[src/diff_drive_wheel_speeds_assert.svh]
// assertion macros for the wheel speed block
`ifndef DIFF_DRIVE_WHEEL_SPEEDS_ASSERT_SVH
`define DIFF_DRIVE_WHEEL_SPEEDS_ASSERT_SVH

// implication checked every edge outside reset
`define DDWS_ASSERT_IMP(label, ante, cons, msg) \
  label: assert property (@(posedge clk) disable iff (!rst_n) (ante) |-> (cons)) \
    else $error(msg);

// implication checked in the following cycle
`define DDWS_ASSERT_NXT(label, ante, cons, msg) \
  label: assert property (@(posedge clk) disable iff (!rst_n) (ante) |=> (cons)) \
    else $error(msg);

`endif

[src/ddws_pkg.sv]
`timescale 1ns / 1ps
package ddws_pkg;
  localparam int CordicSteps = 16;
  localparam int SpeedWidth  = 16;
  localparam int CW          = 34;  // cordic x/y width
  localparam int ZW          = 26;  // angle accumulator width
  localparam int QDepth      = 4;
  localparam int QAw         = 2;

  localparam logic [1:0] MODE_NONE = 2'd0;
  localparam logic [1:0] MODE_SOFT = 2'd1;
  localparam logic [1:0] MODE_HARD = 2'd2;

  localparam logic [1:0] REG_TOP_SPEED  = 2'd0;
  localparam logic [1:0] REG_NO_TURN    = 2'd1;
  localparam logic [1:0] REG_SPIN_LIMIT = 2'd2;

  localparam logic [31:0] InvGain = 32'd2608131497;

  function automatic logic [ZW-1:0] atan_lut(input int i);
    logic [ZW-1:0] t [24];
    t = '{26'd2097152, 26'd1238021, 26'd654136, 26'd332050, 26'd166669, 26'd83416,
          26'd41718, 26'd20860, 26'd10430, 26'd5215, 26'd2608, 26'd1304, 26'd652,
          26'd326, 26'd163, 26'd81, 26'd41, 26'd20, 26'd10, 26'd5, 26'd3, 26'd1,
          26'd1, 26'd0};
    return t[i];
  endfunction

  // word passed from the cordic front to the speed back end
  typedef struct packed {
    logic signed [17:0] angle;
    logic [16:0]        len;
  } ddws_word_t;
endpackage

[src/ddws_back.sv]
`timescale 1ns / 1ps
module ddws_back (
  input  logic                 clk,
  input  logic                 rst_n,
  input  logic                 in_valid,
  input  ddws_pkg::ddws_word_t in_word,
  input  logic [15:0]          top_speed,
  input  logic [15:0]          no_turn,
  input  logic [15:0]          spin_limit,
  output logic                 out_valid,
  output logic signed [17:0]   out_left,
  output logic signed [17:0]   out_right,
  output logic [1:0]           out_mode
);
  import ddws_pkg::*;

  // stage 1: classify, multiply numerator
  logic [16:0] a, base;
  logic [15:0] maxs;
  logic [1:0]  mode;
  logic        pos;
  assign maxs = 16'(top_speed[SpeedWidth-1:0]);
  always_comb begin
    a    = in_word.angle[17] ? 17'(-in_word.angle) : 17'(in_word.angle);
    base = (in_word.len < 17'(maxs)) ? in_word.len : 17'(maxs);
    if (a <= 17'(no_turn)) mode = MODE_NONE;
    else if (a > 17'(spin_limit) || spin_limit == 0) mode = MODE_HARD;
    else mode = MODE_SOFT;
  end
  assign pos = ~in_word.angle[17] && in_word.angle != 0;

  logic [15:0] diff;
  assign diff = 16'(17'(spin_limit) - a);

  // restoring divider pipeline, one quotient bit per stage
  localparam int QB = 17;
  logic        vd_r [QB+1];
  logic [1:0]  md_r [QB+1];
  logic        pd_r [QB+1];
  logic [16:0] bd_r [QB+1];
  logic [15:0] sd_r [QB+1];
  logic [16:0] dd_r [QB+1];
  logic [33:0] rem_r [QB+1];
  logic [16:0] q_r [QB+1];

  always_ff @(posedge clk) begin
    if (!rst_n) vd_r[0] <= 1'b0;
    else vd_r[0] <= in_valid;
  end
  always_ff @(posedge clk) begin
    md_r[0] <= mode; pd_r[0] <= pos; bd_r[0] <= base; sd_r[0] <= maxs;
    dd_r[0]  <= {spin_limit, 1'b0};
    rem_r[0] <= 34'({base, 1'b0}) * 34'(diff) + 34'(spin_limit);
    q_r[0]   <= '0;
  end

  for (genvar k = 0; k < QB; k++) begin : g_div
    localparam int Sh = QB - 1 - k;
    logic [50:0] trial;
    assign trial = 51'(dd_r[k]) << Sh;
    always_ff @(posedge clk) begin
      if (!rst_n) vd_r[k+1] <= 1'b0;
      else vd_r[k+1] <= vd_r[k];
    end
    always_ff @(posedge clk) begin
      md_r[k+1] <= md_r[k]; pd_r[k+1] <= pd_r[k]; bd_r[k+1] <= bd_r[k];
      sd_r[k+1] <= sd_r[k]; dd_r[k+1] <= dd_r[k];
      if (51'(rem_r[k]) >= trial) begin
        rem_r[k+1] <= 34'(51'(rem_r[k]) - trial);
        q_r[k+1]   <= q_r[k] | (17'd1 << Sh);
      end else begin
        rem_r[k+1] <= rem_r[k];
        q_r[k+1]   <= q_r[k];
      end
    end
  end

  logic signed [18:0] slow, fast;
  always_comb begin
    unique case (md_r[QB])
      MODE_NONE: begin
        slow = 19'(bd_r[QB]); fast = 19'(bd_r[QB]);
      end
      MODE_HARD: begin
        slow = -19'(sd_r[QB]); fast = 19'(sd_r[QB]);
      end
      default: begin
        slow = 19'(q_r[QB]); fast = 19'({bd_r[QB], 1'b0}) - 19'(q_r[QB]);
      end
    endcase
  end

  always_ff @(posedge clk) begin
    if (!rst_n) out_valid <= 1'b0;
    else out_valid <= vd_r[QB];
  end
  always_ff @(posedge clk) begin
    out_left  <= pd_r[QB] ? slow[17:0] : fast[17:0];
    out_right <= pd_r[QB] ? fast[17:0] : slow[17:0];
    out_mode  <= md_r[QB];
  end
endmodule

[config.mk]
export PLATFORM = sky130hd
export DESIGN_NAME = ddws_back
export DESIGN_NICKNAME = d
export VERILOG_FILES = /design/src/diff_drive_wheel_speeds_assert.svh /design/src/ddws_pkg.sv /design/src/ddws_back.sv
export SDC_FILE = /design/constraint.sdc
export NUM_CORES = 2
export LEC_CHECK = 0
export BUFFER_PORTS_ARGS = -buffer_cell sky130_fd_sc_hd__buf_2
export CAP_MARGIN = 20
export CELL_PAD_IN_SITES_DETAIL_PLACEMENT = 1
export CELL_PAD_IN_SITES_GLOBAL_PLACEMENT = 2
export CORE_ASPECT_RATIO = 0.75
export CORE_MARGIN = 4
export CORE_UTILIZATION = 42
export DETAILED_ROUTE_END_ITERATION = 6
export GPL_TIMING_DRIVEN = 0
export HOLD_SLACK_MARGIN = 0.02
export PLACE_DENSITY_LB_ADDON = 0.1
export SLEW_MARGIN = 20
export SYNTH_ARGS = -nofsm -noshare
export SYNTH_HDL_FRONTEND = slang
export SYNTH_SLANG_ARGS = --single-unit
[constraint.sdc]
create_clock -name clk -period 15.3 [get_ports clk]
set_input_delay 3.06 -clock clk [delete_from_list [all_inputs] [get_ports clk]]
set_output_delay 3.06 -clock clk [all_outputs]
set_load 0.05 [all_outputs]
==> results.json <==
{
  "track_usage": 0.218,
  "holdPathStages": 0,
  "cp-start-kind": "primary input",
  "placementRows": 125,
  "rsz0062_at_grt": "false",
  "clock-sinks": 1690,
  "cts_inserted_buffers": 160,
  "fin_tns_setup_ns": 0,
  "synth_area_leaders": "dfxtp_1, ha_1, fa_1",
  "ys.flop_type": "dfxtp_1",
  "drive_gt1_frac": 0.0735,
  "outcome": "finished clean",
  "ys_seq_area_frac": 0.512,
  "hold_path_class": "flip-flop to flip-flop",
  "grt_pass1_vias": 46500,
  "synth_cell_types": 78,
  "layout_commonest_cell": "dfxtp_1",
  "cap_violations": 0,
  "dieHeight_um": 352,
  "coreArea_mm2": 0.156,
  "critical-path-max-stage-delay_ns": 0.90,
  "final_cell_mix": "dfxtp_1, inv_1, nand2_1, ha_1, nor2_1",
  "gp_congestion": 0.862,
  "setup_viol": 0,
  "r2r_end": "rem_r[7][51]",
  "grt_pass1_wl_um": 276000,
  "first_iter_violations": 2714,
  "synth_edf_count": 0,
  "io_pins": 125,
  "ctsHoldBuffers": 0,
  "worst_slew_pin_slew_ns": 1.12,
  "antenna_found_initial": 9,
  "worstPathMaxFanout": 10,
  "use_met2": 0.313,
  "nets": 7435,
  "grt_max_degree": 17,
  "synthArstFlopShare": 0,
  "dieArea_mm2": 0.164,
  "cts-resized-gates": 0,
  "root_buffer": "clkbuf_16",
  "path_clk_slew_ns": 0.10,
  "cts_tree": "built",
  "die_x_um": 466,
  "antenna_left": 0,
  "finalClockSkew_ns": 0.0713,
  "holdPathEnd": "q_r[15][11]",
  "clockBufferDepth": 3,
  "synth_cells": 6345,
  "postCtsSetupRepairBufs": 0,
  "via_per_inst": 5.01,
  "wire_per_inst_um": 20.1,
  "crit_path_end_kind": "flip-flop",
  "grt.overflow.total": 0,
  "syn_area_mm2": 0.0661,
  "synth_top_cell_by_area": "dfxtp_1",
  "hold_violations": 0,
  "top_usage_layer": "met1",
  "period_share": 0.930,
  "yosys_warnings": 0,
  "crit_top_cell": "fa_1",
  "max_freq_mhz": 70.3,
  "relSlewSlack": 0.245,
  "port_buffers": 123,
  "synth_top_area_frac": 0.512,
  "cp.arrival_ns": 14.92,
  "clk_latency_ns": 0.82,
  "critPathKind": "primary input to flip-flop",
  "regToRegSetupSlack_ns": 10.49,
  "cts.htree.levels": 4,
  "worst_ep_required_time_ns": 16.00,
  "area_growth_pct": 14.1,
  "holdCritStartpoint": "q_r[14][11]",
  "syn_area_per_cell_um2": 10.4,
  "r2r_cells": 15,
  "crit_path_start": "in_word[34]",
  "layout_min_cycle_time_ns": 14.22,
  "drc": 0,
  "final_max_slew_viol_count": 0,
  "initial_core_util": 0.425,
  "vias": 44500,
  "dr.pass1.iters": 5,
  "synth-seq-cells": 1690,
  "grtUsageMet3": 0.0389,
  "cpMaxStageDelayCell": "o21ai_0",
  "fill_cells": 17000,
  "dp_hpwl_um": 140000,
  "reg2reg_from": "dd_r[14][2]",
  "grtUsageMet1": 0.335,
  "wirelength_um": 178000
}
==> metrics by stage <==
step	cells	hold WS, ns	util	cell area, um2	worst slack, ns
after CTS	8874	0.288	0.484	75400	0.816
after global placement	8578	0.310	0.446	69400	0.188
after detailed placement	8584	0.313	0.447	69500	0.00102
after global routing	8874	0.296	0.485	75400	0.367
after floorplan	6360	0.310	-	66200	2.99
final	8877	0.286	0.485	75400	1.08
==> state kept, by name, indices dropped and copies added (netlist names) <==
signal,flops
q_r,153
rem_r,578
out_mode,2
out_right,17
pd_r,18
dd_r,255
out_left,18
bd_r,306
vd_r,18
out_valid,1
md_r,36
sd_r,288
==> critical path, delay by kind of cell <==
family	cells	cell delay, ns
AOI/OAI and AO/OA	12	4.21
xor gates and xnor gates	2	0.45
adders and majority gates	8	4.01
buffers and inverters	5	0.73
muxes	1	0.29
and+or+nand+nor	6	2.13
==> cell type report <==
| type | instances | area [um2] | area share |
|---|---|---|---|
| Sequential cell | 1690 | 33800 | 0.449 |
| Multi-Input combinational cell | 3840 | 29300 | 0.389 |
| Clock buffer | 206 | 4450 | 0.0590 |
| Inverter | 724 | 2720 | 0.0360 |
| Tap cell | 2095 | 2620 | 0.0348 |
| Clock inverter | 84 | 1390 | 0.0185 |
| Timing Repair Buffer | 129 | 666 | 0.00883 |
| Buffer | 106 | 425 | 0.00564 |
| Antenna cell | 3 | 7.51 | 0.0000995 |
==> worst max-delay path by stage <==
stage	to	slack, ns	cells after the start
floorplan	rem_r[0][33]	2.99	34
global placement	rem_r[0][33]	0.19	34
detailed placement	rem_r[0][33]	0.001	34
CTS	rem_r[0][33]	0.82	34
global route	rem_r[0][33]	0.37	34
finish	rem_r[0][33]	1.08	34
==> metal layers <==
layer	wire length, um	part of all wire
met5	0	0
met4	3610	0.020
met1	93200	0.52
met3	9240	0.052
met2	72000	0.40
==> kinds of logic (layout without fill, tap and decap cells) <==
| kind of cell | Yosys count | after routing | synth area share |
|---|---|---|---|
| AND/OR/NAND/NOR | 1571 | 1571 | 0.116 |
| adder cells (fa/ha/maj) | 698 | 698 | 0.158 |
| flip-flops | 1690 | 1690 | 0.512 |
| other | 2 | 20 | 0.000114 |
| XOR/XNOR | 428 | 428 | 0.0567 |
| buffers and inverters | 830 | 1249 | 0.0475 |
| AO/OA/AOI/OAI | 1041 | 1041 | 0.0967 |
| multiplexers | 85 | 85 | 0.0136 |
==> synthesized netlist by cell type, types with 21 or more instances <==
cell type,number
dfxtp_1,1690
a31oi_1,21
o31ai_1,37
clkbuf_1,91
nor4_1,71
nand4_1,51
o21ai_0,308
and2_1,57
a21boi_0,30
a211oi_1,46
or3_1,51
and3_1,28
nand2b_1,97
a21o_1,124
nand3_1,57
ha_1,471
nor2_1,349
nor2b_1,83
mux2_2,36
nor3_1,106
xnor2_1,244
xor2_1,184
mux2i_1,48
a21oi_1,308
nand2_1,513
fa_1,227
inv_1,717
o21a_1,38
Power is not shown: default switching activity piles up to over one toggle a cycle in this logic, so the estimate is an artifact.
