===== src/diff_drive_wheel_speeds_assert.svh =====
// assertion macros for the wheel speed block
`ifndef DIFF_DRIVE_WHEEL_SPEEDS_ASSERT_SVH
`define DIFF_DRIVE_WHEEL_SPEEDS_ASSERT_SVH

// implication checked every edge outside reset
`define DDWS_ASSERT_IMP(label, ante, cons, msg) \
  label: assert property (@(posedge clk) disable iff (!rst_n) (ante) |-> (cons)) \
    else $error(msg);

// implication checked in the following cycle
`define DDWS_ASSERT_NXT(label, ante, cons, msg) \
  label: assert property (@(posedge clk) disable iff (!rst_n) (ante) |=> (cons)) \
    else $error(msg);

`endif


===== src/ddws_pkg.sv =====
`timescale 1ns / 1ps
package ddws_pkg;
  localparam int CordicSteps = 16;
  localparam int SpeedWidth  = 16;
  localparam int CW          = 34;  // cordic x/y width
  localparam int ZW          = 26;  // angle accumulator width
  localparam int QDepth      = 4;
  localparam int QAw         = 2;

  localparam logic [1:0] MODE_NONE = 2'd0;
  localparam logic [1:0] MODE_SOFT = 2'd1;
  localparam logic [1:0] MODE_HARD = 2'd2;

  localparam logic [1:0] REG_TOP_SPEED  = 2'd0;
  localparam logic [1:0] REG_NO_TURN    = 2'd1;
  localparam logic [1:0] REG_SPIN_LIMIT = 2'd2;

  localparam logic [31:0] InvGain = 32'd2608131497;

  function automatic logic [ZW-1:0] atan_lut(input int i);
    logic [ZW-1:0] t [24];
    t = '{26'd2097152, 26'd1238021, 26'd654136, 26'd332050, 26'd166669, 26'd83416,
          26'd41718, 26'd20860, 26'd10430, 26'd5215, 26'd2608, 26'd1304, 26'd652,
          26'd326, 26'd163, 26'd81, 26'd41, 26'd20, 26'd10, 26'd5, 26'd3, 26'd1,
          26'd1, 26'd0};
    return t[i];
  endfunction

  // word passed from the cordic front to the speed back end
  typedef struct packed {
    logic signed [17:0] angle;
    logic [16:0]        len;
  } ddws_word_t;
endpackage


===== src/ddws_queue.sv =====
`timescale 1ns / 1ps
module ddws_queue (
  input  logic                 clk,
  input  logic                 rst_n,
  input  logic                 push,
  input  ddws_pkg::ddws_word_t push_word,
  input  logic                 pop,
  output logic                 not_empty,
  output ddws_pkg::ddws_word_t head
);
  import ddws_pkg::*;
  `include "diff_drive_wheel_speeds_assert.svh"

  ddws_word_t   mem_r [QDepth];
  logic [QAw-1:0] wp_r, rp_r;
  logic [QAw:0]   cnt_r;

  always_ff @(posedge clk) begin
    if (push) mem_r[wp_r] <= push_word;
  end
  always_ff @(posedge clk) begin
    if (!rst_n) begin
      wp_r <= '0; rp_r <= '0; cnt_r <= '0;
    end else begin
      if (push) wp_r <= wp_r + 1'b1;
      if (pop) rp_r <= rp_r + 1'b1;
      cnt_r <= cnt_r + (QAw+1)'(push) - (QAw+1)'(pop);
    end
  end
  assign not_empty = cnt_r != 0;
  assign head = mem_r[rp_r];

  `DDWS_ASSERT_IMP(a_no_overflow, push && !pop, cnt_r < (QAw+1)'(QDepth), "queue overflow")
  `DDWS_ASSERT_IMP(a_no_underflow, pop, cnt_r != 0, "queue underflow")
  `DDWS_ASSERT_NXT(a_cnt_keep, push && pop, cnt_r == $past(cnt_r), "queue count drift")
endmodule


===== config.mk =====
export PLATFORM = sky130hd
export DESIGN_NAME = ddws_queue
export DESIGN_NICKNAME = d
export VERILOG_FILES = /design/src/ddws_pkg.sv /design/src/ddws_queue.sv
export VERILOG_INCLUDE_DIRS = /design/src /design/src/src
export SDC_FILE = /design/constraint.sdc
export NUM_CORES = 1
export LEC_CHECK = 0
export BUFFER_PORTS_ARGS = -buffer_cell sky130_fd_sc_hd__buf_2
export CORE_MARGIN = 5
export CORE_UTILIZATION = 55
export DETAILED_ROUTE_END_ITERATION = 10
export GPL_TIMING_DRIVEN = 0
export PLACE_DENSITY_LB_ADDON = 0.15
export SYNTH_ARGS = -nofsm -noshare
export SYNTH_HDL_FRONTEND = slang
export SYNTH_SLANG_ARGS = --single-unit

===== constraint.sdc =====
create_clock -name clk -period 2.13 [get_ports clk]
set_input_delay 0.1065 -clock clk [delete_from_list [all_inputs] [get_ports clk]]
set_output_delay 0.1065 -clock clk [all_outputs]
set_load 0.03 [all_outputs]

==> flow_results.xml, run 1 <==
<?xml version="1.0" encoding="UTF-8"?>
<metrics>
  <group name="clock_network">
    <metric name="tritoncts_buffer_count" unit="">17</metric>
    <metric name="cts_tree" unit="">yes</metric>
    <metric name="insertion_delay" unit="ps">500</metric>
    <metric name="cts-htree-levels" unit="">4</metric>
    <metric name="cts_setup_buffers" unit="">0</metric>
    <metric name="cts_num_sinks" unit="">149</metric>
    <metric name="clk_root_buffer_cell" unit="">sky130_fd_sc_hd__clkbuf_8</metric>
    <metric name="cts-root-to-sink-buffers" unit="">2</metric>
    <metric name="clkTransAtPathRegs" unit="ps">60</metric>
  </group>
  <group name="logic_synthesis">
    <metric name="post-synth-top-area-cell" unit="">sky130_fd_sc_hd__edfxtp_1</metric>
    <metric name="syn_area_per_cell" unit="µm²">24.6</metric>
    <metric name="syn_area" unit="mm²">0.00554</metric>
    <metric name="share_of_the_synthesized_area_in_the_top_cell_type" unit="%">75.9</metric>
    <metric name="synth_cells" unit="">225</metric>
    <metric name="yosys_warnings" unit="">0</metric>
    <metric name="mappedNetlistNets" unit="">271</metric>
    <metric name="post_synth_num_cell_types" unit="">20</metric>
    <metric name="register_bit_total_from_synthesis" unit="">149</metric>
    <metric name="synth.area.top_cells" unit="">sky130_fd_sc_hd__edfxtp_1 (76%), sky130_fd_sc_hd__mux4_2 (12%), sky130_fd_sc_hd__dfxtp_1 (3.3%)</metric>
    <metric name="synth.yosys.seq_area_share" unit="%">79.1</metric>
  </group>
  <group name="job">
    <metric name="max-cap-violations" unit="">0</metric>
  </group>
  <group name="pwr">
    <metric name="total_power" unit="mW">7.28</metric>
    <metric name="ir_drop" unit="µV">763</metric>
    <metric name="switching_fraction" unit="%">22.4</metric>
    <metric name="internal-power" unit="mW">5.65</metric>
    <metric name="power.density" unit="mW/mm²">1020</metric>
    <metric name="comb_power_share" unit="%">12.4</metric>
    <metric name="power.net_switching" unit="mW">1.63</metric>
    <metric name="clkPwrFrac" unit="%">40.9</metric>
    <metric name="seqPwrFrac" unit="%">46.7</metric>
    <metric name="leakagePower" unit="nW">2.53</metric>
  </group>
  <group name="sta">
    <metric name="grt_setup_unrepaired" unit="">false</metric>
    <metric name="timing.final.crit_period" unit="ps">1980</metric>
    <metric name="skew" unit="ps">7.20</metric>
    <metric name="worst_slack" unit="ps">148</metric>
    <metric name="finalSetupViolCount" unit="">0</metric>
    <metric name="worst_pin_slew" unit="ps">525</metric>
    <metric name="slew_viol_final" unit="">0</metric>
    <metric name="max_freq" unit="GHz">0.505</metric>
    <metric name="timing_hold_violations_final" unit="">0</metric>
    <metric name="worst_slew_margin_rel" unit="%">65.0</metric>
    <metric name="min_period_over_period" unit="%">93.1</metric>
  </group>
  <group name="worst_setup_path">
    <metric name="critical_path_peak_fanout" unit="">10</metric>
    <metric name="timing.setup.critical_path_class" unit="">register to output pin</metric>
    <metric name="reg2reg_from" unit="">wp_r[0]$_SDFFE_PN0P_</metric>
    <metric name="end_kind" unit="">output pin</metric>
    <metric name="cpPeakStageDelay" unit="ps">370</metric>
    <metric name="setup.worst_path.start_class" unit="">register</metric>
    <metric name="regToRegSetupSlack" unit="ps">530</metric>
    <metric name="crit_chain" unit="">clkbuf_2 -&gt; buf_2 -&gt; mux4_2 -&gt; buf_2</metric>
    <metric name="worst_reg2reg_endpoint" unit="">mem_r[1][19]$_DFFE_PP_</metric>
    <metric name="crit_path_top_delay_cell" unit="">sky130_fd_sc_hd__mux4_2</metric>
    <metric name="critPathArrivalTime" unit="ps">1880</metric>
    <metric name="crit_required" unit="ps">2020</metric>
    <metric name="critical_path.most_common_cell" unit="">sky130_fd_sc_hd__buf_2</metric>
    <metric name="worst_reg2reg_path_length_in_cells" unit="">3</metric>
  </group>
  <group name="placement">
    <metric name="post-dp-hpwl" unit="µm">5610</metric>
    <metric name="placement.io_buffers" unit="">74</metric>
    <metric name="dpl_cell_area" unit="mm²">0.00617</metric>
    <metric name="pre_cts_worst_setup_slack" unit="ps">503</metric>
    <metric name="gp_congestion" unit="">0.691</metric>
  </group>
  <group name="floorplanning">
    <metric name="die_w" unit="µm">110</metric>
    <metric name="chipHeight" unit="µm">110</metric>
    <metric name="design.die.area" unit="mm²">0.0122</metric>
    <metric name="design.core.area" unit="mm²">0.00982</metric>
    <metric name="std_cell_rows" unit="">36</metric>
    <metric name="io-pin-count" unit="">75</metric>
    <metric name="initial_utilization" unit="%">56.4</metric>
  </group>
  <group name="cells_and_area">
    <metric name="layout_common_cells" unit="">sky130_fd_sc_hd__edfxtp_1 (140), sky130_fd_sc_hd__buf_2 (76), sky130_fd_sc_hd__dlygate4sd3_1 (38), sky130_fd_sc_hd__mux4_2 (30), sky130_fd_sc_hd__clkbuf_16 (16)</metric>
    <metric name="antenna-diode-count" unit="">0</metric>
    <metric name="syn2layout_area_growth" unit="%">29.1</metric>
    <metric name="layout-drive-gt1-share" unit="%">39.8</metric>
    <metric name="n_fill_cell" unit="">615</metric>
    <metric name="stdcell_area" unit="mm²">0.00715</metric>
    <metric name="most_common_cell_after_layout_fill_and_taps_aside" unit="">sky130_fd_sc_hd__edfxtp_1</metric>
    <metric name="nNetsFinal" unit="">406</metric>
  </group>
  <group name="worst_hold_path">
    <metric name="worst_hold_path.num_cells" unit="">2</metric>
    <metric name="class_of_the_tightest_hold_or_removal_check" unit="">input port to register</metric>
    <metric name="beginning_of_the_worst_hold_path" unit="">push_word[7]</metric>
    <metric name="hold_end" unit="">mem_r[0][7]$_DFFE_PP_</metric>
  </group>
  <group name="drt">
    <metric name="via_count" unit="">2633</metric>
    <metric name="route.antenna.remaining_nets" unit="">0</metric>
    <metric name="routed_wirelength" unit="µm">9190</metric>
    <metric name="drt_pass1_iterations" unit="">6</metric>
    <metric name="starting_drt_drc_count" unit="">142</metric>
    <metric name="route.detailed.drc" unit="">0</metric>
    <metric name="route.detailed.wl_per_inst" unit="µm">18.2</metric>
    <metric name="route.detailed.vias_per_inst" unit="">5.21</metric>
  </group>
  <group name="grt">
    <metric name="grt_busiest_layer" unit="">met2</metric>
    <metric name="global_route.overflow_total" unit="">0</metric>
    <metric name="globalRouteMet1Util" unit="%">21.1</metric>
    <metric name="met2_routing_resource_usage_after_global_routing" unit="%">27.7</metric>
    <metric name="grtUsageTotal" unit="%">16.5</metric>
    <metric name="gr-usage-met3" unit="%">4.83</metric>
    <metric name="grt_pass1_vias" unit="">2857</metric>
    <metric name="global_route_wire_length_before_repair" unit="µm">14500</metric>
    <metric name="grt_antenna_before_repair" unit="">0</metric>
    <metric name="pin_count_of_the_biggest_net_entering_global_routing" unit="">30</metric>
  </group>
  <group name="run_status">
    <metric name="status" unit="">completed</metric>
  </group>
</metrics>
-- Yosys cell counts, drive strengths merged --
library cell	number
buf	7
ha	6
or3	1
dfxtp	9
a21bo	1
a21oi	1
mux2i	1
fa	1
nor2	5
and2	6
edfxtp	140
inv	7
mux4	35
nand3b	1
clkbuf	1
xor3	1
xnor2	2
-- power groups by stage --
| stage | sequential [mW] | clock, mW | combinational, mW |
|---|---|---|---|
| after CTS | 3.41 | 3.03 | 0.922 |
| after global routing | 3.42 | 3.15 | 0.977 |
| after detailed placement | 3.47 | 0 | 0.866 |
| after global placement | 3.47 | 0 | 0.822 |
| final | 3.40 | 2.97 | 0.903 |
| after floorplan | 3.46 | 0 | 0.597 |
-- flip-flops by register name (all words and copies together) (netlist names), named ones only --
signal	cells
wp_r	2
rp_r	2
mem_r	140
cnt_r	3
-- repair_timing --
item,CTS,global route
gates resized for setup,0,1
endpoints found under the setup margin,0,1
hold buffers,38,0
hold endpoints to repair,149,0
-- critical path, delay by kind of cell, from the launching register on --
family	cells	cell delay, ps
buf+inv	3	710
mux	1	370
flops	1	300
-- layer usage --
layer | routed length [µm] | share of wire, %
met3 | 546 | 5.9
met4 | 84 | 0.91
met5 | 0 | 0
met1 | 3830 | 42
met2 | 4740 | 52
-- through the flow --
step                hold slack [ps]  util (%)  cells  TNS, ps
finish                          356      72.8    505        0
detailed placement              325      62.8    436        0
floorplan                       205         -    225        0
global route                    348      72.8    505        0
global placement                318      61.9    432   -38540
CTS                             326      72.8    505        0
-- logic make-up (layout without fill, tap and decap cells) --
family	Yosys count	after routing	share of synthesized area, %
buf+inv	15	162	2.12
mux	36	36	14.7
simple gates	13	13	1.26
flops	149	149	79.1
compound gates	2	2	0.271
xor+xnor	3	3	0.745
fa+ha+maj	7	7	1.72
-- worst max path at each step --
stage                                   to  slack, ps  cells past startpoint
floorplan            mem_r[2][0]$_DFFE_PP_        340                      3
global placement    mem_r[0][22]$_DFFE_PP_       -290                      3
detailed placement  mem_r[1][16]$_DFFE_PP_        500                      3
CTS                               head[19]         90                      4
global route                      head[19]          9                      4
finish                            head[19]        150                      4
-- layout make-up --
cell class              instances  area [µm²]  share of cell area, %
well taps                     133         166                   2.33
clock inverters                13         181                   2.54
flip-flops and latches        149        4380                   61.3
repair buffers                116         838                   11.7
plain buffers                   8        93.8                   1.31
inverters                       7        26.3                  0.367
multi-input cells              61        1040                   14.6
clock buffers                  18         418                   5.84
Power figures use the tool's default switching activity.
==> run 2, diff against run 1 <==
--- a/config.mk
+++ b/config.mk
@@ -8,10 +8,10 @@
 export LEC_CHECK = 0
 export BUFFER_PORTS_ARGS = -buffer_cell sky130_fd_sc_hd__buf_2
 export CORE_MARGIN = 5
-export CORE_UTILIZATION = 55
+export CORE_UTILIZATION = 50
 export DETAILED_ROUTE_END_ITERATION = 10
 export GPL_TIMING_DRIVEN = 0
-export PLACE_DENSITY_LB_ADDON = 0.15
+export PLACE_DENSITY = 0.77
 export SYNTH_ARGS = -nofsm -noshare
 export SYNTH_HDL_FRONTEND = slang
 export SYNTH_SLANG_ARGS = --single-unit
==> run 2 against run 1 <==
Clock-buffer cell count stayed put. Largest cell class unchanged. Fmax is 0.93% lower. Largest power group unchanged. Total power down 1.9%. Die area increased by 9.1%. Sequential cell count stayed put. Highest routed layer unchanged.
==> flow_results.xml, run 2 (same netlist as run 1, synthesis figures left out) <==
<?xml version="1.0" encoding="UTF-8"?>
<metrics>
  <group name="cells_and_area">
    <metric name="register_bank_with_the_most_flops" unit="">mem_r</metric>
    <metric name="syn2layout_area_growth" unit="%">28.9</metric>
    <metric name="layout_common_cells" unit="">sky130_fd_sc_hd__edfxtp_1 (140), sky130_fd_sc_hd__buf_2 (74), sky130_fd_sc_hd__dlygate4sd3_1 (38), sky130_fd_sc_hd__mux4_2 (30), sky130_fd_sc_hd__clkbuf_16 (16)</metric>
    <metric name="post_layout_nonfiller_instances" unit="">513</metric>
    <metric name="largest_registers" unit="">mem_r (140), cnt_r (3)</metric>
    <metric name="largest_reg_flops" unit="">140</metric>
    <metric name="layout-drive-gt1-share" unit="%">40.2</metric>
    <metric name="stdcell_area" unit="mm²">0.00714</metric>
    <metric name="antenna-diode-count" unit="">0</metric>
    <metric name="most_common_cell_after_layout_fill_and_taps_aside" unit="">sky130_fd_sc_hd__edfxtp_1</metric>
    <metric name="nNetsFinal" unit="">406</metric>
  </group>
  <group name="worst_setup_path">
    <metric name="timing.setup.critical_path_class" unit="">register to output pin</metric>
    <metric name="end_kind" unit="">output pin</metric>
    <metric name="reg2reg_from" unit="">cnt_r[0]$_SDFF_PN0_</metric>
    <metric name="setup.worst_path.start_class" unit="">register</metric>
    <metric name="critical_path_peak_fanout" unit="">10</metric>
    <metric name="critPathArrivalTime" unit="ps">1890</metric>
    <metric name="regToRegSetupSlack" unit="ps">560</metric>
    <metric name="crit_required" unit="ps">2020</metric>
  </group>
  <group name="clock_network">
    <metric name="clkTransAtPathRegs" unit="ps">60</metric>
    <metric name="tritoncts_buffer_count" unit="">17</metric>
    <metric name="insertion_delay" unit="ps">520</metric>
    <metric name="cts_tree" unit="">yes</metric>
    <metric name="cts_num_sinks" unit="">149</metric>
    <metric name="cts_setup_buffers" unit="">0</metric>
    <metric name="cts-htree-levels" unit="">4</metric>
    <metric name="clk_root_buffer_cell" unit="">sky130_fd_sc_hd__clkbuf_8</metric>
    <metric name="cts-root-to-sink-buffers" unit="">2</metric>
  </group>
  <group name="sta">
    <metric name="worst_slew_margin_rel" unit="%">66.7</metric>
    <metric name="final.hold.worst_slack" unit="ps">335</metric>
    <metric name="grt_setup_unrepaired" unit="">false</metric>
    <metric name="timing.final.crit_period" unit="ps">2000</metric>
    <metric name="worst_pin_slew" unit="ps">499</metric>
    <metric name="finalSetupViolCount" unit="">0</metric>
    <metric name="max_freq" unit="GHz">0.500</metric>
    <metric name="slew_viol_final" unit="">0</metric>
    <metric name="skew" unit="ps">7.35</metric>
    <metric name="min_period_over_period" unit="%">93.9</metric>
    <metric name="timing_hold_violations_final" unit="">0</metric>
  </group>
  <group name="grt">
    <metric name="grt_antenna_before_repair" unit="">0</metric>
    <metric name="global_route_wire_length_before_repair" unit="µm">15500</metric>
    <metric name="global_route.overflow_total" unit="">0</metric>
    <metric name="grt_pass1_vias" unit="">2879</metric>
    <metric name="grtUsageTotal" unit="%">16.3</metric>
    <metric name="pin_count_of_the_biggest_net_entering_global_routing" unit="">24</metric>
  </group>
  <group name="drt">
    <metric name="via_count" unit="">2669</metric>
    <metric name="route.detailed.drc" unit="">0</metric>
    <metric name="routed_wirelength" unit="µm">9670</metric>
    <metric name="route.antenna.remaining_nets" unit="">0</metric>
    <metric name="starting_drt_drc_count" unit="">125</metric>
    <metric name="route.detailed.vias_per_inst" unit="">5.20</metric>
    <metric name="drt_pass1_iterations" unit="">4</metric>
    <metric name="route.detailed.wl_per_inst" unit="µm">18.9</metric>
  </group>
  <group name="placement">
    <metric name="dp_cells" unit="">443</metric>
    <metric name="placement.io_buffers" unit="">74</metric>
    <metric name="post-dp-hpwl" unit="µm">6050</metric>
    <metric name="gp_congestion" unit="">0.703</metric>
    <metric name="dpl_cell_area" unit="mm²">0.00619</metric>
  </group>
  <group name="floorplanning">
    <metric name="design.die.area" unit="mm²">0.0133</metric>
    <metric name="std_cell_rows" unit="">38</metric>
    <metric name="initial_utilization" unit="%">51.1</metric>
    <metric name="design.core.area" unit="mm²">0.0108</metric>
    <metric name="die_w" unit="µm">115</metric>
    <metric name="io-pin-count" unit="">75</metric>
    <metric name="chipHeight" unit="µm">115</metric>
  </group>
  <group name="run_status">
    <metric name="status" unit="">completed</metric>
  </group>
  <group name="pwr">
    <metric name="total_power" unit="mW">7.14</metric>
    <metric name="ir_drop" unit="µV">624</metric>
    <metric name="power.density" unit="mW/mm²">1000</metric>
    <metric name="leakagePower" unit="nW">2.52</metric>
  </group>
  <group name="job">
    <metric name="max-cap-violations" unit="">0</metric>
  </group>
  <group name="worst_hold_path">
    <metric name="beginning_of_the_worst_hold_path" unit="">push_word[26]</metric>
    <metric name="class_of_the_tightest_hold_or_removal_check" unit="">input port to register</metric>
  </group>
</metrics>
-- run 2: cell type report --
class,instances,area (µm²)
Sequential cell,149,4380
Fill cell,706,3700
Multi-Input combinational cell,61,1040
Timing Repair Buffer,116,846
Inverter,7,26.3
Clock inverter,14,151
Buffer,8,98.8
Tap cell,140,175
Clock buffer,18,418
-- run 2: routing by layer --
metal | global-route usage (%) | vias to the layer above | routed length (µm)
li1 | - | 1212 | -
met1 | 20.2 | 1350 | 3880
met2 | 26.6 | 90 | 5070
met3 | 4.53 | 17 | 545
met4 | 7.90 | 0 | 177
met5 | 0 | - | 0
-- run 2: power breakdown --
group	total, mW	internal (mW)	switching, mW
Clock	2.83	1.68	1.15
Sequential	3.41	3.36	0.0429
Combinational	0.908	0.400	0.508
Total	7.14	5.44	1.70
-- run 2: worst paths after layout --
path | endpoint | cells past startpoint
hold / removal | mem_r[0][26]$_DFFE_PP_ | 2
hold reg to reg | wp_r[1]$_SDFFE_PN0P_ | 2
setup / recovery | head[17] | 4
setup reg to reg | cnt_r[2]$_SDFF_PN0_ | 7
-- run 2: critical path: stages, from the launching register on --
cell	delay [ps]
sky130_fd_sc_hd__dfxtp_1	320
sky130_fd_sc_hd__buf_6	170
sky130_fd_sc_hd__buf_12	170
sky130_fd_sc_hd__mux4_2	520
sky130_fd_sc_hd__buf_2	200
-- run 2: repair_timing --
action,in CTS,in global routing
hold buffers,38,0
setup endpoints to repair,0,10
hold endpoints to repair,149,0
resized for setup,0,3
-- run 2: per-stage QoR --
stage,setup WS (ps),TNS [ps],util [%]
after detailed placement,525,0,57.1
after global routing,36.8,0,65.9
after floorplan,336,0,-
after CTS,28.1,0,65.8
after global placement,-303,-39810,56.1
final,129,0,65.9
==> run 3, diff against run 2 <==
--- a/config.mk
+++ b/config.mk
@@ -7,6 +7,7 @@
 export NUM_CORES = 1
 export LEC_CHECK = 0
 export BUFFER_PORTS_ARGS = -buffer_cell sky130_fd_sc_hd__buf_2
+export CORE_ASPECT_RATIO = 0.9
 export CORE_MARGIN = 5
 export CORE_UTILIZATION = 50
 export DETAILED_ROUTE_END_ITERATION = 10
==> run 3 against run 2 <==
Worst setup slack gained 77 ps. Final cell count is 1.8% higher. Global-route usage decreased by 0.26 points. Register-to-register slack worse by 80 ps. First-iteration DRC count up 78%. Sequential share of layout area grew 0.17 points. Fmax rose by 4.0%. Critical path depth stayed put. Die area about the same. Cell area decreased by 0.28%.
==> flow_results.xml, run 3 (same netlist as run 1, synthesis figures left out) <==
<?xml version="1.0" encoding="UTF-8"?>
<metrics>
  <group name="sta">
    <metric name="worst_slew_margin_rel" unit="%">63.1</metric>
    <metric name="max_freq" unit="GHz">0.520</metric>
    <metric name="timing.final.crit_period" unit="ps">1920</metric>
    <metric name="slew_viol_final" unit="">0</metric>
    <metric name="min_period_over_period" unit="%">90.3</metric>
    <metric name="worst_pin_slew" unit="ps">553</metric>
    <metric name="final.hold.worst_slack" unit="ps">55.0</metric>
    <metric name="finalSetupViolCount" unit="">0</metric>
    <metric name="skew" unit="ps">3.33</metric>
    <metric name="timing_hold_violations_final" unit="">0</metric>
    <metric name="grt_setup_unrepaired" unit="">false</metric>
  </group>
  <group name="floorplanning">
    <metric name="chipHeight" unit="µm">110</metric>
    <metric name="die_w" unit="µm">121</metric>
    <metric name="io-pin-count" unit="">75</metric>
    <metric name="initial_utilization" unit="%">51.0</metric>
    <metric name="design.die.area" unit="mm²">0.0133</metric>
    <metric name="std_cell_rows" unit="">36</metric>
    <metric name="design.core.area" unit="mm²">0.0109</metric>
  </group>
  <group name="cells_and_area">
    <metric name="largest_reg_flops" unit="">140</metric>
    <metric name="layout-drive-gt1-share" unit="%">39.7</metric>
    <metric name="layout_common_cells" unit="">sky130_fd_sc_hd__edfxtp_1 (140), sky130_fd_sc_hd__buf_2 (77), sky130_fd_sc_hd__dlygate4sd3_1 (36), sky130_fd_sc_hd__mux4_2 (30), sky130_fd_sc_hd__clkbuf_16 (17)</metric>
    <metric name="register_bank_with_the_most_flops" unit="">mem_r</metric>
    <metric name="n_fill_cell" unit="">714</metric>
    <metric name="largest_registers" unit="">mem_r (140), cnt_r (3)</metric>
    <metric name="nNetsFinal" unit="">404</metric>
    <metric name="syn2layout_area_growth" unit="%">28.6</metric>
    <metric name="post_layout_nonfiller_instances" unit="">522</metric>
    <metric name="antenna-diode-count" unit="">0</metric>
    <metric name="stdcell_area" unit="mm²">0.00712</metric>
    <metric name="most_common_cell_after_layout_fill_and_taps_aside" unit="">sky130_fd_sc_hd__edfxtp_1</metric>
  </group>
  <group name="placement">
    <metric name="placement.io_buffers" unit="">74</metric>
    <metric name="gp_congestion" unit="">0.672</metric>
    <metric name="dp_cells" unit="">455</metric>
    <metric name="post-dp-hpwl" unit="µm">5870</metric>
    <metric name="dpl_cell_area" unit="mm²">0.00619</metric>
  </group>
  <group name="worst_setup_path">
    <metric name="end_kind" unit="">output pin</metric>
    <metric name="crit_required" unit="ps">2020</metric>
    <metric name="timing.setup.critical_path_class" unit="">register to output pin</metric>
    <metric name="worst_reg2reg_endpoint" unit="">mem_r[0][31]$_DFFE_PP_</metric>
    <metric name="critical_path_peak_fanout" unit="">10</metric>
    <metric name="worst_reg2reg_path_length_in_cells" unit="">4</metric>
    <metric name="regToRegSetupSlack" unit="ps">480</metric>
    <metric name="critPathArrivalTime" unit="ps">1820</metric>
    <metric name="setup.worst_path.start_class" unit="">register</metric>
    <metric name="reg2reg_from" unit="">wp_r[0]$_SDFFE_PN0P_</metric>
  </group>
  <group name="drt">
    <metric name="route.detailed.drc" unit="">0</metric>
    <metric name="route.antenna.remaining_nets" unit="">0</metric>
    <metric name="routed_wirelength" unit="µm">9800</metric>
    <metric name="starting_drt_drc_count" unit="">222</metric>
    <metric name="drt_pass1_iterations" unit="">4</metric>
    <metric name="route.detailed.vias_per_inst" unit="">5.03</metric>
    <metric name="route.detailed.wl_per_inst" unit="µm">18.8</metric>
    <metric name="via_count" unit="">2626</metric>
  </group>
  <group name="worst_hold_path">
    <metric name="beginning_of_the_worst_hold_path" unit="">push</metric>
    <metric name="worst_hold_path.num_cells" unit="">3</metric>
    <metric name="hold_end" unit="">wp_r[1]$_SDFFE_PN0P_</metric>
    <metric name="class_of_the_tightest_hold_or_removal_check" unit="">input port to register</metric>
  </group>
  <group name="grt">
    <metric name="grtUsageTotal" unit="%">16.0</metric>
    <metric name="grt_antenna_before_repair" unit="">0</metric>
    <metric name="global_route_wire_length_before_repair" unit="µm">15400</metric>
    <metric name="grt_pass1_vias" unit="">2929</metric>
    <metric name="pin_count_of_the_biggest_net_entering_global_routing" unit="">33</metric>
    <metric name="global_route.overflow_total" unit="">0</metric>
  </group>
  <group name="clock_network">
    <metric name="cts-htree-levels" unit="">4</metric>
    <metric name="clkTransAtPathRegs" unit="ps">60</metric>
    <metric name="cts_setup_buffers" unit="">0</metric>
    <metric name="tritoncts_buffer_count" unit="">17</metric>
    <metric name="clk_root_buffer_cell" unit="">sky130_fd_sc_hd__clkbuf_16</metric>
    <metric name="insertion_delay" unit="ps">400</metric>
    <metric name="cts_tree" unit="">yes</metric>
    <metric name="cts_num_sinks" unit="">149</metric>
    <metric name="cts-root-to-sink-buffers" unit="">2</metric>
  </group>
  <group name="pwr">
    <metric name="ir_drop" unit="µV">791</metric>
    <metric name="power.density" unit="mW/mm²">1010</metric>
    <metric name="leakagePower" unit="nW">2.51</metric>
    <metric name="total_power" unit="mW">7.20</metric>
  </group>
  <group name="job">
    <metric name="max-cap-violations" unit="">0</metric>
  </group>
  <group name="run_status">
    <metric name="status" unit="">completed</metric>
  </group>
</metrics>
==> run 3: worst max path at each step <==
stage | from | endpoint
after floorplan | wp_r[0]$_SDFFE_PN0P_ | mem_r[2][0]$_DFFE_PP_
after global placement | wp_r[0]$_SDFFE_PN0P_ | mem_r[2][8]$_DFFE_PP_
after detailed placement | wp_r[1]$_SDFFE_PN0P_ | mem_r[0][10]$_DFFE_PP_
after CTS | register | head[31]
after global routing | register | head[32]
final | register | head[17]
==> run 3: area by class of cell <==
class / instances / area, µm² / area share (%)
Buffer: 8 / 91.3 / 1.28
Tap cell: 152 / 190 / 2.67
Sequential cell: 149 / 4380 / 61.5
Timing Repair Buffer: 114 / 818 / 11.5
Multi-Input combinational cell: 61 / 1040 / 14.6
Clock inverter: 13 / 140 / 1.97
Inverter: 7 / 26.3 / 0.369
Clock buffer: 18 / 429 / 6.02
==> run 3: worst max-delay path, cell delays in order (launching register included) <==
cell,delay [ps]
sky130_fd_sc_hd__dfxtp_1,300
sky130_fd_sc_hd__clkbuf_2,210
sky130_fd_sc_hd__buf_2,310
sky130_fd_sc_hd__mux4_2,380
sky130_fd_sc_hd__buf_2,200
==> run 3: report_power, final <==
part	internal (mW)	total, mW	switching [mW]
combinational	0.396	0.912	0.516
clock	1.81	2.88	1.07
sequential	3.36	3.41	0.0414
==> run 3: timing repair <==
action,in CTS,in global routing
hold buffers,36,0
hold endpoints to repair,142,0
gates resized for setup,0,0
==> run 3: stage by stage <==
stage / TNS, ps / worst slack [ps] / utilization (%)
floorplan: 0 / 336 / -
global placement: -42400 / -314 / 56.2
detailed placement: 0 / 468 / 57.1
CTS: 0 / 181 / 65.6
global route: 0 / 95.7 / 65.6
finish: 0 / 207 / 65.6
==> run 3: routing by layer <==
layer  global-route usage (%)  part of all wire [%]
met1                     20.3                    44
met2                     26.3                    50
met3                     5.76                   4.9
met4                     4.61                  0.57
met5                        0                     0
